File: src/design/dictionary_index_compactor_unit_assert.svh
// Assertion macros used by the compactor back end.
`ifndef DICTIONARY_INDEX_COMPACTOR_UNIT_ASSERT_SVH
`define DICTIONARY_INDEX_COMPACTOR_UNIT_ASSERT_SVH
// Implication checked at every clock edge outside reset.
`define DIC_ASSERT_IMP(label, clk, rst_n, ante, cons, msg) \
  label: assert property (@(posedge clk) disable iff (!rst_n) (ante) |-> (cons)) \
    else $error(msg);
// Next-cycle implication checked outside reset.
`define DIC_ASSERT_NEXT(label, clk, rst_n, ante, cons, msg) \
  label: assert property (@(posedge clk) disable iff (!rst_n) (ante) |=> (cons)) \
    else $error(msg);
`endif

File: src/design/dic_pkg.sv
// ----------------------------------------------------------------------------
// dic_pkg
// Types and codes shared by the dictionary index compactor.
// ----------------------------------------------------------------------------
`default_nettype none
package dic_pkg;
  localparam int unsigned VAL_W  = 12;
  localparam int unsigned POS_W  = 10;
  localparam int unsigned CNT_W  = 11;
  localparam int unsigned SIZE_W = 13;

  typedef enum logic [1:0] {
    MODE_PUSH  = 2'd0,
    MODE_ROW   = 2'd1,
    MODE_DLIST = 2'd2,
    MODE_XLIST = 2'd3
  } mode_t;

  typedef struct packed {
    logic [1:0]       mode;
    logic [VAL_W-1:0] index_value;
    logic [POS_W-1:0] position;
    logic             last;
  } in_item_t;

  typedef struct packed {
    logic [VAL_W-1:0] value;
    logic [CNT_W-1:0] dict_distinct;
    logic [CNT_W-1:0] extra_distinct;
    logic             out_of_range;
    logic             dropped;
  } out_item_t;
endpackage
`default_nettype wire

File: src/design/dic_fifo.sv
// ----------------------------------------------------------------------------
// dic_fifo
// Two-entry queue between the front end and the back end.
// ----------------------------------------------------------------------------
`default_nettype none
module dic_fifo (
  input  wire logic             clk,
  input  wire logic             rst_n,
  input  wire logic             push,
  input  wire dic_pkg::in_item_t din,
  input  wire logic             pop,
  output dic_pkg::in_item_t     dout,
  output logic                  not_empty,
  output logic                  full
);
  import dic_pkg::*;
  in_item_t   mem_r [2];
  logic       wp_r, rp_r;
  logic [1:0] cnt_r;

  assign dout      = mem_r[rp_r];
  assign not_empty = cnt_r != 2'd0;
  assign full      = cnt_r == 2'd2;

  // Storage and pointers.
  always_ff @(posedge clk) begin
    if (push) begin
      mem_r[wp_r] <= din;
    end
    if (!rst_n) begin
      wp_r <= 1'b0; rp_r <= 1'b0; cnt_r <= 2'd0;
    end else begin
      if (push) wp_r <= ~wp_r;
      if (pop) rp_r <= ~rp_r;
      cnt_r <= cnt_r + {1'b0, push} - {1'b0, pop};
    end
  end
endmodule
`default_nettype wire

File: config.mk
export PLATFORM = sky130hd
export DESIGN_NAME = dic_fifo
export DESIGN_NICKNAME = d
export VERILOG_FILES = /design/src/design/dictionary_index_compactor_unit_assert.svh /design/src/design/dic_pkg.sv /design/src/design/dic_fifo.sv
export SDC_FILE = /design/constraint.sdc
export NUM_CORES = 1
export LEC_CHECK = 0
export ABC_CLOCK_PERIOD_IN_PS = 2100
export BUFFER_PORTS_ARGS = -buffer_cell sky130_fd_sc_hd__buf_2
export CAP_MARGIN = 5
export CORE_MARGIN = 3
export CORE_UTILIZATION = 51
export DETAILED_ROUTE_END_ITERATION = 10
export PLACE_DENSITY = 0.8
export SETUP_SLACK_MARGIN = 0.1
export SLEW_MARGIN = 10
export SYNTH_ARGS = -nofsm -noshare
export SYNTH_HDL_FRONTEND = slang
export SYNTH_SLANG_ARGS = --single-unit
export TNS_END_PERCENT = 20
File: constraint.sdc
create_clock -name clk -period 2.1 [get_ports clk]
set_input_delay 0.105 -clock clk [delete_from_list [all_inputs] [get_ports clk]]
set_output_delay 0.105 -clock clk [all_outputs]
set_load 0.1 [all_outputs]
# Yosys cells after proc, flatten, opt, wreduce, memory -nomap -nowiden
# Memories as Yosys holds them, arrays and structs flattened. A register that Yosys moved wholly into a read port is not among the register bits.
# Index checks and enable logic that the tools add are counted.
[word_totals] ff_bits=4 mem_bits_rw=50 input_bits=29 output_inout_bits=27 word_cells=14 mem_count=1
[mem_list] memory="mem_r" words=2 word_bits=25 read_ports=1 rd_clocked_by_memory_dff=1 wr=1 line="dic_fifo.sv:17" source="in_item_t mem_r [2];"
[op_classes] add_sub_neg=2 n_eq_ne=1 mux=4 n_bitwise=2 reduce_logical=1
[ops] cell="$mux W1" n=4
[ops] cell="$add A2 B1 Y2" n=1
[ops] cell="$eq A2 B2 Y1 const B" n=1
[ops] cell="$not A1 Y1" n=2
[ops] cell="$reduce_bool A2 Y1" n=1
[ops] cell="$sub A2 B1 Y2" n=1

# Logic depth before layout (Yosys ltp)
# Gate-level depths: netlist of run 1.
[depth] word_depth=3 ltp_mapped=6 ltp_nobuf=6

# Worst setup path before layout of run 1
# OpenSTA, ideal clock, no wires.
[synth_path] path_kind="register -> register" from="register wp_r" to="memory mem_r[0][0] (netlist bit) (enable)" t_arrival_ps=1471 t_required_ps=1689 path_slack_ps=218 stages_incl_launch_ff=2 cell_sequence="dfxtp_1 > nor2b_1"
[synth_rtl] item="from (decl)" line="dic_fifo.sv:18" source="logic wp_r, rp_r;"
[synth_rtl] item="from (signal assigned)" line="dic_fifo.sv:33" source="if (push) wp_r <= ~wp_r;"
[synth_rtl] item="to (decl)" line="dic_fifo.sv:17"
# No word-level cell before the write port.

==> results of run 1 <==
-- final cells by class --
| type | count | area (sq um) |
|---|---|---|
| clock inverters | 1 | 30.0 |
| well taps | 48 | 60.1 |
| inverters | 2 | 7.51 |
| multi-input cells | 39 | 479 |
| repair buffers | 78 | 883 |
| flip-flops and latches | 55 | 1600 |
| fillers | 207 | 719 |
| clock buffers | 6 | 72.6 |
-- metal layers --
metal  up-vias  part of all wire
li1        539                 -
met1       539              0.34
met2        34              0.61
met3         5             0.044
met4         0             0.011
met5         -                 0
-- per-stage QoR --
stage | utilization | power [mW]
3_3_place_gp | 0.737 | 2.22
3_5_place_dp | 0.737 | 2.24
2_1_floorplan | - | 1.95
6_report | 0.813 | 2.88
4_1_cts | 0.811 | 2.89
5_1_grt | 0.813 | 2.97
-- worst paths after layout --
| path | start | to | slack, ps |
|---|---|---|---|
| max reg2reg | cnt_r[0] | cnt_r[1] | 780 |
| min | din[16] | mem_r[0][16] | 1 |
| min reg2reg | rp_r | rp_r | 630 |
| max | flop | dout[3] | 440 |
-- state kept, by name, summed over array words and instances, names as in the netlist, named ones only --
| signal | count |
|---|---|
| mem_r | 50 |
| cnt_r | 2 |
| rp_r | 1 |
| wp_r | 1 |
-- cells in the final DEF (no fill, tap or decap), drive strengths merged --
cell	n
xor2	1
dlygate4sd3	19
or2	1
ha	2
bufinv	1
clkbuf	6
inv	2
mux2	25
o21a	1
xnor3	1
and2	4
buf	59
edfxtp	50
nor2b	4
dfxtp	5
-- power by group through the flow --
stage	combinational [mW]	sequential [mW]	clock [mW]
final	0.953	1.29	0.635
after global routing	0.982	1.30	0.691
after CTS	0.956	1.29	0.646
after detailed placement	0.929	1.31	0
after global placement	0.909	1.31	0
after floorplan	0.644	1.30	0
-- cell usage after synthesis, types with 2 or more instances --
library cell | instances | area, sq um
sky130_fd_sc_hd__edfxtp_1 | 50 | 1500
sky130_fd_sc_hd__dfxtp_1 | 5 | 100
sky130_fd_sc_hd__mux2_4 | 20 | 300
sky130_fd_sc_hd__mux2_2 | 5 | 56.3
sky130_fd_sc_hd__inv_1 | 2 | 7.51
sky130_fd_sc_hd__buf_12 | 2 | 40.0
sky130_fd_sc_hd__ha_1 | 2 | 25.0
sky130_fd_sc_hd__and2_1 | 4 | 25.0
sky130_fd_sc_hd__nor2b_1 | 4 | 25.0
-- logic make-up after synthesis --
| kind of cell | after synthesis | synth area share |
|---|---|---|
| AO/OA/AOI/OAI | 1 | 0.00351 |
| XOR/XNOR | 2 | 0.0146 |
| adder cells (fa/ha/maj) | 2 | 0.0117 |
| buffers and inverters | 5 | 0.0275 |
| flip-flops | 55 | 0.749 |
| multiplexers | 25 | 0.167 |
| AND/OR/NAND/NOR | 9 | 0.0263 |
-- worst max-delay path, stage by stage (launching register included) --
cell and delay (ps):
sky130_fd_sc_hd__dfxtp_1 450, sky130_fd_sc_hd__buf_12 240, sky130_fd_sc_hd__mux2_2 390, sky130_fd_sc_hd__buf_12 170
==> reports/summary.md, run 1 <==
The flow ran to the end, and the final reports show no timing, DRC or antenna violations. The Yosys step of the flow raised 0 warnings. The overflow left after global routing was 0. The maximum operating frequency is 602 MHz.

The final net count is 212, and the initial antenna violation count is 0. The total of max-cap violations came out at 0. The first detailed-routing pass took 3 iterations. The total number of vias was 1,117; the total power per unit cell area was 918 nW/um^2. The run gives 30 as the starting DRC count in detailed routing. After clock tree synthesis, the setup repair step added 0 buffers. The run gives 203 as the instance count after placement with tap cells included. Summed negative setup slack over all endpoints: 0 ps.

Prior to clock tree synthesis, the placed netlist has a worst setup slack of 753 ps. The tools report the area of all placed cells without fillers as 3130 sq um. The root buffer cell chosen for the clock tree is sky130_fd_sc_hd__clkbuf_8. The HPWL after detailed placement is 2680 microns. The detailed-route DRC error count is 0. The logs give 23 for the maximum number of pins on one net before global-route repair and 6310 microns for the wire length of the first global-routing pass. The actual transition at the worst max-transition pin came out at 488 ps.

Setup repair after global routing left no endpoint under its margin. The residual antenna-violating net count after detailed routing is 0. The number of clock buffers inserted by TritonCTS came out at 5. The die covers 5000 sq um.

The part of the power in the clock network is 0.221. TritonCTS built the clock tree. Met2 usage in global routing: 0.342.

The count of buffers inserted at the top-level ports is 55. The global routing stage identified its most utilized layer as met2. The run gives 0 as the number of hold-slack violations in the final timing report.

The leakage power figure is 1.26 nW. The post-synthesis async set-or-reset flop share came out at 0. By startpoint and endpoint, the worst setup path is classified as flop to primary output. Height of the die: 70.7 microns.

The global-route track usage on met1 is 0.172, and the global routing usage on met3 is 0.0270. The setup clock skew after layout was 5.50 ps; the area of the mapped netlist was 2140 sq um. At the end of routability-driven placement, the weighted congestion stood at 0.644. The logs give 2840 sq um for the post-detailed-placement cell area and 0.555 for the initial core utilization.

Hold repair after CTS inserted 18 buffers. The count of state elements after synthesis is 55, and the portion of the clock cycle consumed by the worst path in the final layout is 0.791. The part of the total power dissipated in combinational logic came out at 0.331. The fraction of power spent switching nets works out to 0.316. The die is 70.7 microns wide.

Internal power comes to 1.97 mW. The logs give 0.708 mV for the peak supply drop and 0.448 for the share of power burned in registers. The depth of the worst hold-timing path is 1, and the number of vias per cell is 4.88. The number of global-route vias before repair came out at 1,319. The later pin in the worst-skew pair is clocked with a latency of 290 ps. The run gives 3890 microns as the routed wire length. The maximum buffer depth of the clock tree was 2; the wire length per cell was 17.0 microns. The repair_antennas step left the layout with diodes totalling 0. For the data required time at the worst endpoint, the log shows 2000 ps.

The tools report the number of primary I/O pins as 56. Synthesized area per cell: 21.6 sq um. Clock-pin slew was measured on the worst setup and hold paths at 90 ps.

The tools report the final cell count without fillers as 229. The worst setup path is launched from a flop. For the total number of clock tree sinks, the log shows 55. The final hold slack was 0.957 ps. The worst relative slew slack was 0.677; the final setup violation count was 0. The total area inside the core boundary comes to 3850 sq um. The path type of the worst min-delay path was input port to flop. Fraction of final layout cells sized beyond drive strength 1: 0.508. The leading register cell type out of synthesis was sky130_fd_sc_hd__edfxtp_1. Sequential element share of the synthesized area: 0.749. The worst setup path is captured at a primary output. Compared with the post-synthesis result, the final layout area differs by 46.7%.

Post-CTS repair changed the size of 0 cells. The number of nets handed over by synthesis was 130. The tools report the post-layout worst setup margin as 440 ps.

The analysis attributes to net switching a power of 909 uW. The count of cell types in the netlist came out at 14. The H-tree was split into 2 levels. The synthesized design contains 50 enable-type register cells. At the worst endpoint, the arrival time is 1560 ps. Of all nets on the critical path, the largest fanout is 22. The max-slew violation count was 0. Gate count after technology mapping: 99. For the finished layout, the period the worst path requires is 1660 ps. The aggregate global-route resource usage is 0.169, and the count of cells along the worst register-to-register path is 6.

The run gives 22 as the standard-cell row count.
Note: power is estimated with default switching activity, not from simulation.
==> run 2: changes to the inputs <==
--- a/config.mk
+++ b/config.mk
@@ -5,13 +5,13 @@
 export SDC_FILE = /design/constraint.sdc
 export NUM_CORES = 1
 export LEC_CHECK = 0
-export ABC_CLOCK_PERIOD_IN_PS = 2100
+export ABC_CLOCK_PERIOD_IN_PS = 1500
 export BUFFER_PORTS_ARGS = -buffer_cell sky130_fd_sc_hd__buf_2
 export CAP_MARGIN = 5
 export CORE_MARGIN = 3
-export CORE_UTILIZATION = 51
+export CORE_UTILIZATION = 46
 export DETAILED_ROUTE_END_ITERATION = 10
-export PLACE_DENSITY = 0.8
+export PLACE_DENSITY = 0.76
 export SETUP_SLACK_MARGIN = 0.1
 export SLEW_MARGIN = 10
 export SYNTH_ARGS = -nofsm -noshare
==> constraint.sdc (replaced) <==
create_clock -name clk -period 1.5 [get_ports clk]
set_input_delay 0.075 -clock clk [delete_from_list [all_inputs] [get_ports clk]]
set_output_delay 0.075 -clock clk [all_outputs]
set_load 0.1 [all_outputs]
==> run 2 against run 1 <==
Compared with the run above:
- setup slack lost 410 ps
- die area up 9.9%
- total power grew 37%
- routed wire length up 2.0%
- utilization fell by 7.6 points
- register-to-register slack worse by 550 ps
- combinational power is 45% higher
- flip-flop and latch count stayed put
- largest cell class unchanged
- critical path type unchanged
==> reports/summary.md, run 2 (same netlist as run 1, synthesis figures left out) <==
The flow ran to the end, and the final reports show no timing, DRC or antenna violations. After clock tree synthesis, the clock-pin slew on the worst setup and hold paths is 90 ps. Final net count: 223. Timing analysis after detailed placement gives a worst setup slack of 210 ps. In this run the power spent charging and discharging nets is 1.31 mW.

The part of the total power dissipated in combinational logic is 0.350. The number of clock buffers inserted by TritonCTS was 5. Across the run, the number of max-cap violations was 0.

After detailed routing, the number of remaining DRC violations is 0. Summing all flip-flop and latch instances after layout gives 1610 sq um. The starting DRC count in detailed routing was 95; the count of buffers inserted at the top-level ports was 55. Relative to the synthesized area, the layout overhead comes to 52.2%.

The worst hold path begins at rst_n. Once detailed placement completed, the half-perimeter wirelength came to 2650 microns. Setup violations remaining at the end of the flow were counted as 0. The largest registers in the layout are mem_r (50), cnt_r (2).

The run gives 0 as the overflow left after global routing. The most common library cell in the layout ignoring fill and taps is sky130_fd_sc_hd__edfxtp_1. The height of the die came out at 74.2 microns. For the final database, setup skew stands at 3.42 ps. Counting instances, the worst hold path has a depth of 2. Setup repair after global routing could not meet its margin everywhere. The wire length per cell was 16.2 microns.

STA puts the critical path data arrival time at 1390 ps. The number of iterations in the first detailed-routing pass is 4, and the routed wire length is 3960 microns. The number of hold-slack violations in the final timing report was 0. Counting flops per register, the top entry is mem_r. The worst flop-to-flop path endpoint is cnt_r[1]. Maximum number of pins on one net before global-route repair: 20. Once layout is done, the placed cells without fillers occupy 3250 sq um. The max-slew violation count was 0; the number of global-route vias before repair was 1,271. In the routed layout, each cell is associated on average with a via count of 4.83. The category of the critical setup timing path is flop to primary output. The number of primary I/O pins came out at 56. The die span in x works out to 74.2 microns.

The total power per unit cell area is 1210 nW/um^2, and the antenna cell count is 0. The destination of the worst hold path is wp_r. STA classifies the critical path endpoint as a primary output.

The part of the power in the clock network came out at 0.192. Row generation in the floorplan step produced 24 rows. The top cell types in the final layout, fill and taps aside, are sky130_fd_sc_hd__edfxtp_1 (50), sky130_fd_sc_hd__buf_2 (30), sky130_fd_sc_hd__buf_12 (27), sky130_fd_sc_hd__dlygate4sd3_1 (25), sky130_fd_sc_hd__mux2_4 (24). In this run the remaining antenna-violating nets after routing total 0. The tools report the initial antenna violation count as 0. The critical-path maximum fanout was 10. The tools report the total design power as 3.95 mW.

The actual transition at the worst max-transition pin works out to 486 ps. The tools report the data required time at the worst endpoint as 1420 ps. The tools report the number of fill cells as 274. The tools report the wire length of the first global-routing pass as 6010 microns.

The internal portion of the total power is 2.64 mW. The leakage power figure was 1.32 nW; the total number of vias was 1,183. For the maximum operating frequency, the log shows 681 MHz.

The path type of the worst min-delay path was input port to flop. The tools report the total number of clock tree sinks as 55. TritonCTS built the clock tree.

In this run the critical register-to-register path is launched from cnt_r[0]. After detailed placement, the design holds a cell count of 210. Shortest clock period the worst path allows after layout: 1470 ps. The area occupied by multi-input gates was 497 sq um. The tree is rooted in a sky130_fd_sc_hd__clkbuf_8. The final RePlAce weighted congestion was 0.666; the summed negative setup slack over all endpoints was 0 ps. The portion of the clock cycle consumed by the worst path in the final layout works out to 0.979.

The worst-case IR drop observed on VDD is 0.967 mV. The clock latency at the later pin of the worst-skew pair is 300 ps. The floorplan step defined a die boundary enclosing 5500 sq um. The setup check on the worst reg-to-reg path leaves a slack of 230 ps. The fraction of power spent switching nets is 0.332.

The worst setup path is launched from a flop. The maximum buffer depth of the clock tree was 2; the final cell count without fillers was 245. The run gives 0.678 as the worst relative slew slack. Aggregate global-route resource usage: 0.154. The initial core utilization was 0.484. The run gives 0.458 as the share of power burned in registers. The count of cells along the worst register-to-register path is 6, and the post-layout worst setup margin is 31.6 ps.

The register with the most flip-flops in the layout has 50 of them. The total area inside the core boundary comes to 4410 sq um. The fraction of final layout cells sized beyond drive strength 1 is 0.513. After detailed placement, the total cell area comes to 2860 sq um. The H-tree was split into 2 levels.
==> run 2: changes by cell type in the layout (fill, tap and decap cells not counted), sizes merged <==
| cell | previous run | this run |
|---|---|---|
| buf | 59 | 64 |
| dlygate4sd3 | 19 | 25 |
| bufinv | 1 | 0 |
| clkbuf | 6 | 7 |
| clkinv | 0 | 1 |
==> run 2: stage by stage <==
stage                util  hold WS, ps
global route        0.737         14.9
finish              0.737         15.5
CTS                 0.735         9.57
floorplan               -          174
detailed placement  0.648          268
global placement    0.648          263
==> run 2: worst max-delay path by stage <==
| stage | from | to | slack [ps] | depth (start not counted) |
|---|---|---|---|---|
| after global placement | flop | dout[22] | 260 | 3 |
| after CTS | flop | dout[18] | 50 | 3 |
| after global routing | flop | dout[19] | -10 | 3 |
| after detailed placement | flop | dout[18] | 210 | 3 |
| final | flop | dout[19] | 30 | 3 |
| after floorplan | wp_r | mem_r[0][0] | 90 | 1 |
==> run 2: timing repair <==
item	in CTS	in global routing
setup buffers	2	0
pin swaps	0	0
endpoints found under the hold margin	50	0
resized for setup	11	2
setup endpoints to repair	24	24
hold buffers	25	0
==> run 2: routing by layer <==
metal | track usage | part of all wire
met5 | 0 | 0
met4 | 0.0825 | 0.026
met3 | 0.0365 | 0.058
met2 | 0.270 | 0.53
met1 | 0.174 | 0.38
==> run 2: power groups by stage <==
stage          clock [mW]  sequential [mW]  combinational [mW]
2_1_floorplan           0             1.83               0.905
6_report            0.757             1.81                1.38
3_3_place_gp            0             1.83                1.28
3_5_place_dp            0             1.84                1.30
5_1_grt             0.857             1.82                1.42
4_1_cts             0.773             1.81                1.38
==> run 2: area by class of cell <==
| type | instances | share of cell area |
|---|---|---|
| multi-input combinational | 39 | 0.153 |
| clock buffer | 7 | 0.0235 |
| tap | 52 | 0.0200 |
| clock inverter | 1 | 0.00154 |
| inverter | 2 | 0.00231 |
| timing repair buffer | 89 | 0.307 |
| sequential | 55 | 0.493 |
==> run 2: worst max-delay path, stage by stage, from the launching register on <==
cell and delay [ps]:
sky130_fd_sc_hd__dfxtp_4 410, sky130_fd_sc_hd__buf_12 160, sky130_fd_sc_hd__mux2_4 330, sky130_fd_sc_hd__buf_12 170
==> run 3: changes to the inputs <==
--- a/config.mk
+++ b/config.mk
@@ -12,6 +12,7 @@
 export CORE_UTILIZATION = 46
 export DETAILED_ROUTE_END_ITERATION = 10
 export PLACE_DENSITY = 0.76
+export RECOVER_POWER = 100
 export SETUP_SLACK_MARGIN = 0.1
 export SLEW_MARGIN = 10
 export SYNTH_ARGS = -nofsm -noshare
==> run 3 against run 2 <==
Compared with the run above:
- flip-flop and latch count did not move
- via count fell by 0.34%
- sequential power barely moved
- setup slack improved by 1.5 ps
- die area did not move
- cell area fell by 1.2%
- register-to-register slack got worse by 40 ps
- critical path depth did not move
- clock skew barely moved
- worst hold slack barely moved
- critical endpoint unchanged
==> reports/summary.md, run 3 (same netlist as run 1, synthesis figures left out) <==
Once detail routing completed, the nets flagged for antenna violations numbered 0. The run gives 3210 sq um as the area of all placed cells without fillers. The finished layout holds 245 standard cells, fillers aside.

Category of the critical setup timing path: flop to primary output. The logs give 0.154 for the aggregate global-route resource usage and 0 for the final setup violation count. The logs give 56 for the number of primary I/O pins and 1610 sq um for the combined flip-flop and latch cell area. The number of placed instances, taps included, is 210. Leaving out fill and tap cells, the most frequent cell in the layout is sky130_fd_sc_hd__edfxtp_1. Critical-path maximum fanout: 10. The path class of the tightest hold or removal check is input port to flop. Summed over all layers, the global routing overflow is 0. TritonCTS built the clock tree.

mem_r holds more flip-flops than any other register. The number of levels in the clock H-tree came out at 2. The worst setup path is captured at a primary output. The tools report the total number of clock tree sinks as 55. The detailed-placement wirelength estimate is 2650 microns, and the leakage power figure is 1.25 nW. The portion of the clock cycle consumed by the worst path in the final layout is 0.978, and the clock latency at the later pin of the worst-skew pair is 300 ps. The run finished with clean final reports. In this run the horizontal extent of the chip is 74.2 microns. Initial core utilization: 0.484. The library cells used most frequently in the layout, excluding fill and tap cells, are sky130_fd_sc_hd__edfxtp_1 (50), sky130_fd_sc_hd__buf_12 (27), sky130_fd_sc_hd__dlygate4sd3_1 (25), sky130_fd_sc_hd__mux2_4 (24), sky130_fd_sc_hd__clkbuf_1 (24). The fraction of final layout cells sized beyond drive strength 1 came out at 0.394. The final RePlAce weighted congestion is 0.666, and the standard-cell row count is 24.

The wire length per cell works out to 16.1 microns. At the pin with the least slew margin, the transition time is 538 ps. The run gives 0 as the total of max-cap violations.

Measured along the y axis, the die boundary spans 74.2 microns. Before antenna repair, the detailed router went through 3 iterations. Entering global routing, the biggest net connects 20 pins. The net count of the finished layout is 223. The number of antenna diodes in the final layout is 0.

The CTS clock-pin slew for the worst setup and hold paths was 80 ps. The flip-flop count of the largest register, all copies and words added is 50. For the setup clock skew after layout, the log shows 3.45 ps. VDD sags by at most 0.967 mV. For the number of global-route vias before repair, the log shows 1,271.

The routed wire length was 3940 microns. After detailed routing, the number of remaining DRC violations is 0. Dividing total power by cell area gives a power density of 1220 nW/um^2. The run gives 0 as the initial antenna violation count.

At the worst endpoint, the required time is 1420 ps. The number of vias per cell was 4.81. During placement, the flow inserted port buffers numbering 55.

Setup repair after global routing could not meet its margin everywhere. The run gives 291 as the number of fill cells. The max-slew violation count was 0; the standard cell core area was 4410 sq um. Setup total negative slack on the finished layout was measured at 0 ps. The number of hold-slack violations in the final timing report is 0, and the post-detailed-placement cell area is 2860 sq um. Based on the critical path, the design can be clocked at up to 682 MHz.

The routed layout has 1,179 vias. The startpoint type of the worst setup path is a flop. The area added between synthesis and finish was 50.4%; the area occupied by multi-input gates was 494 sq um.

In the final layout, the registers with the most flip-flops are mem_r (50), cnt_r (2). After layout, the minimum clock period comes to 1470 ps. The first global-routing pass estimated 6010 microns of wire. The tools report the worst relative slew slack as 0.643.

The worst register-to-register path has a setup slack of 190 ps. In this run, the number of DRC markers left after iteration 0 of detailed routing was 100. Master cell of the clock root buffer: sky130_fd_sc_hd__clkbuf_8. The floorplan step defined a die boundary enclosing 5500 sq um. The number of clock buffers inserted by TritonCTS is 5. The maximum buffer depth of the clock tree was 2.

At the worst endpoint, the arrival time is 1390 ps.
## run 3: cell types whose count changed in the layout (fill, tap and decap cells not counted)
| cell | before | now |
|---|---|---|
| sky130_fd_sc_hd__clkbuf_1 | 2 | 24 |
| sky130_fd_sc_hd__buf_2 | 30 | 9 |
| sky130_fd_sc_hd__buf_4 | 6 | 2 |
| sky130_fd_sc_hd__and2_0 | 0 | 3 |
| sky130_fd_sc_hd__and2_1 | 4 | 1 |
| sky130_fd_sc_hd__clkbuf_2 | 0 | 3 |
| sky130_fd_sc_hd__nor2b_1 | 2 | 3 |
| sky130_fd_sc_hd__nor2b_2 | 2 | 1 |
## run 3: area by class of cell
type / instances / share of cell area
Clock buffer: 7 / 0.0238
Clock inverter: 1 / 0.00156
Inverter: 2 / 0.00234
Multi-Input combinational cell: 39 / 0.154
Sequential cell: 55 / 0.500
Tap cell: 52 / 0.0202
Timing Repair Buffer: 89 / 0.299
## run 3: final timing paths
check,depth (start not counted),start,to
max,3,flop,dout[19]
min,2,rst_n,wp_r
max reg2reg,2,wp_r,mem_r[1][15]
min reg2reg,2,rp_r,flop
## run 3: power breakdown
group	total, mW	switching [mW]	internal (mW)
Sequential	1.81	0.0406	1.77
Clock	0.754	0.426	0.328
Combinational	1.37	0.842	0.526
## run 3: metrics by stage
step | util | hold WS, ps | setup WS, ps | power (mW)
6_report | 0.728 | 15.2 | 33.1 | 3.93
4_1_cts | 0.735 | 9.57 | 47.5 | 3.96
5_1_grt | 0.728 | 15.6 | -9.55 | 4.09
3_5_place_dp | 0.648 | 268 | 210 | 3.14
2_1_floorplan | - | 174 | 94.9 | 2.73
3_3_place_gp | 0.648 | 263 | 257 | 3.11
## run 3: routing by layer
metal  wire length [microns]  vias up  global-route usage
met4                     104        0              0.0825
li1                        -      559                   -
met3                     227        8              0.0365
met2                    2140       39               0.270
met1                    1470      573               0.174
met5                       0        -                   0
## run 3: repair_timing
action	in CTS	in global routing
endpoints found under the hold margin	50	0
resized for setup	11	2
gates cloned	0	0
setup buffers	2	0
endpoints found under the setup margin	24	24
hold buffers	25	0
## run 3: worst max-delay path, stage by stage, from the launching register on
cell                      delay (ps)
sky130_fd_sc_hd__dfxtp_4         410
sky130_fd_sc_hd__buf_12          160
sky130_fd_sc_hd__mux2_4          330
sky130_fd_sc_hd__buf_12          170
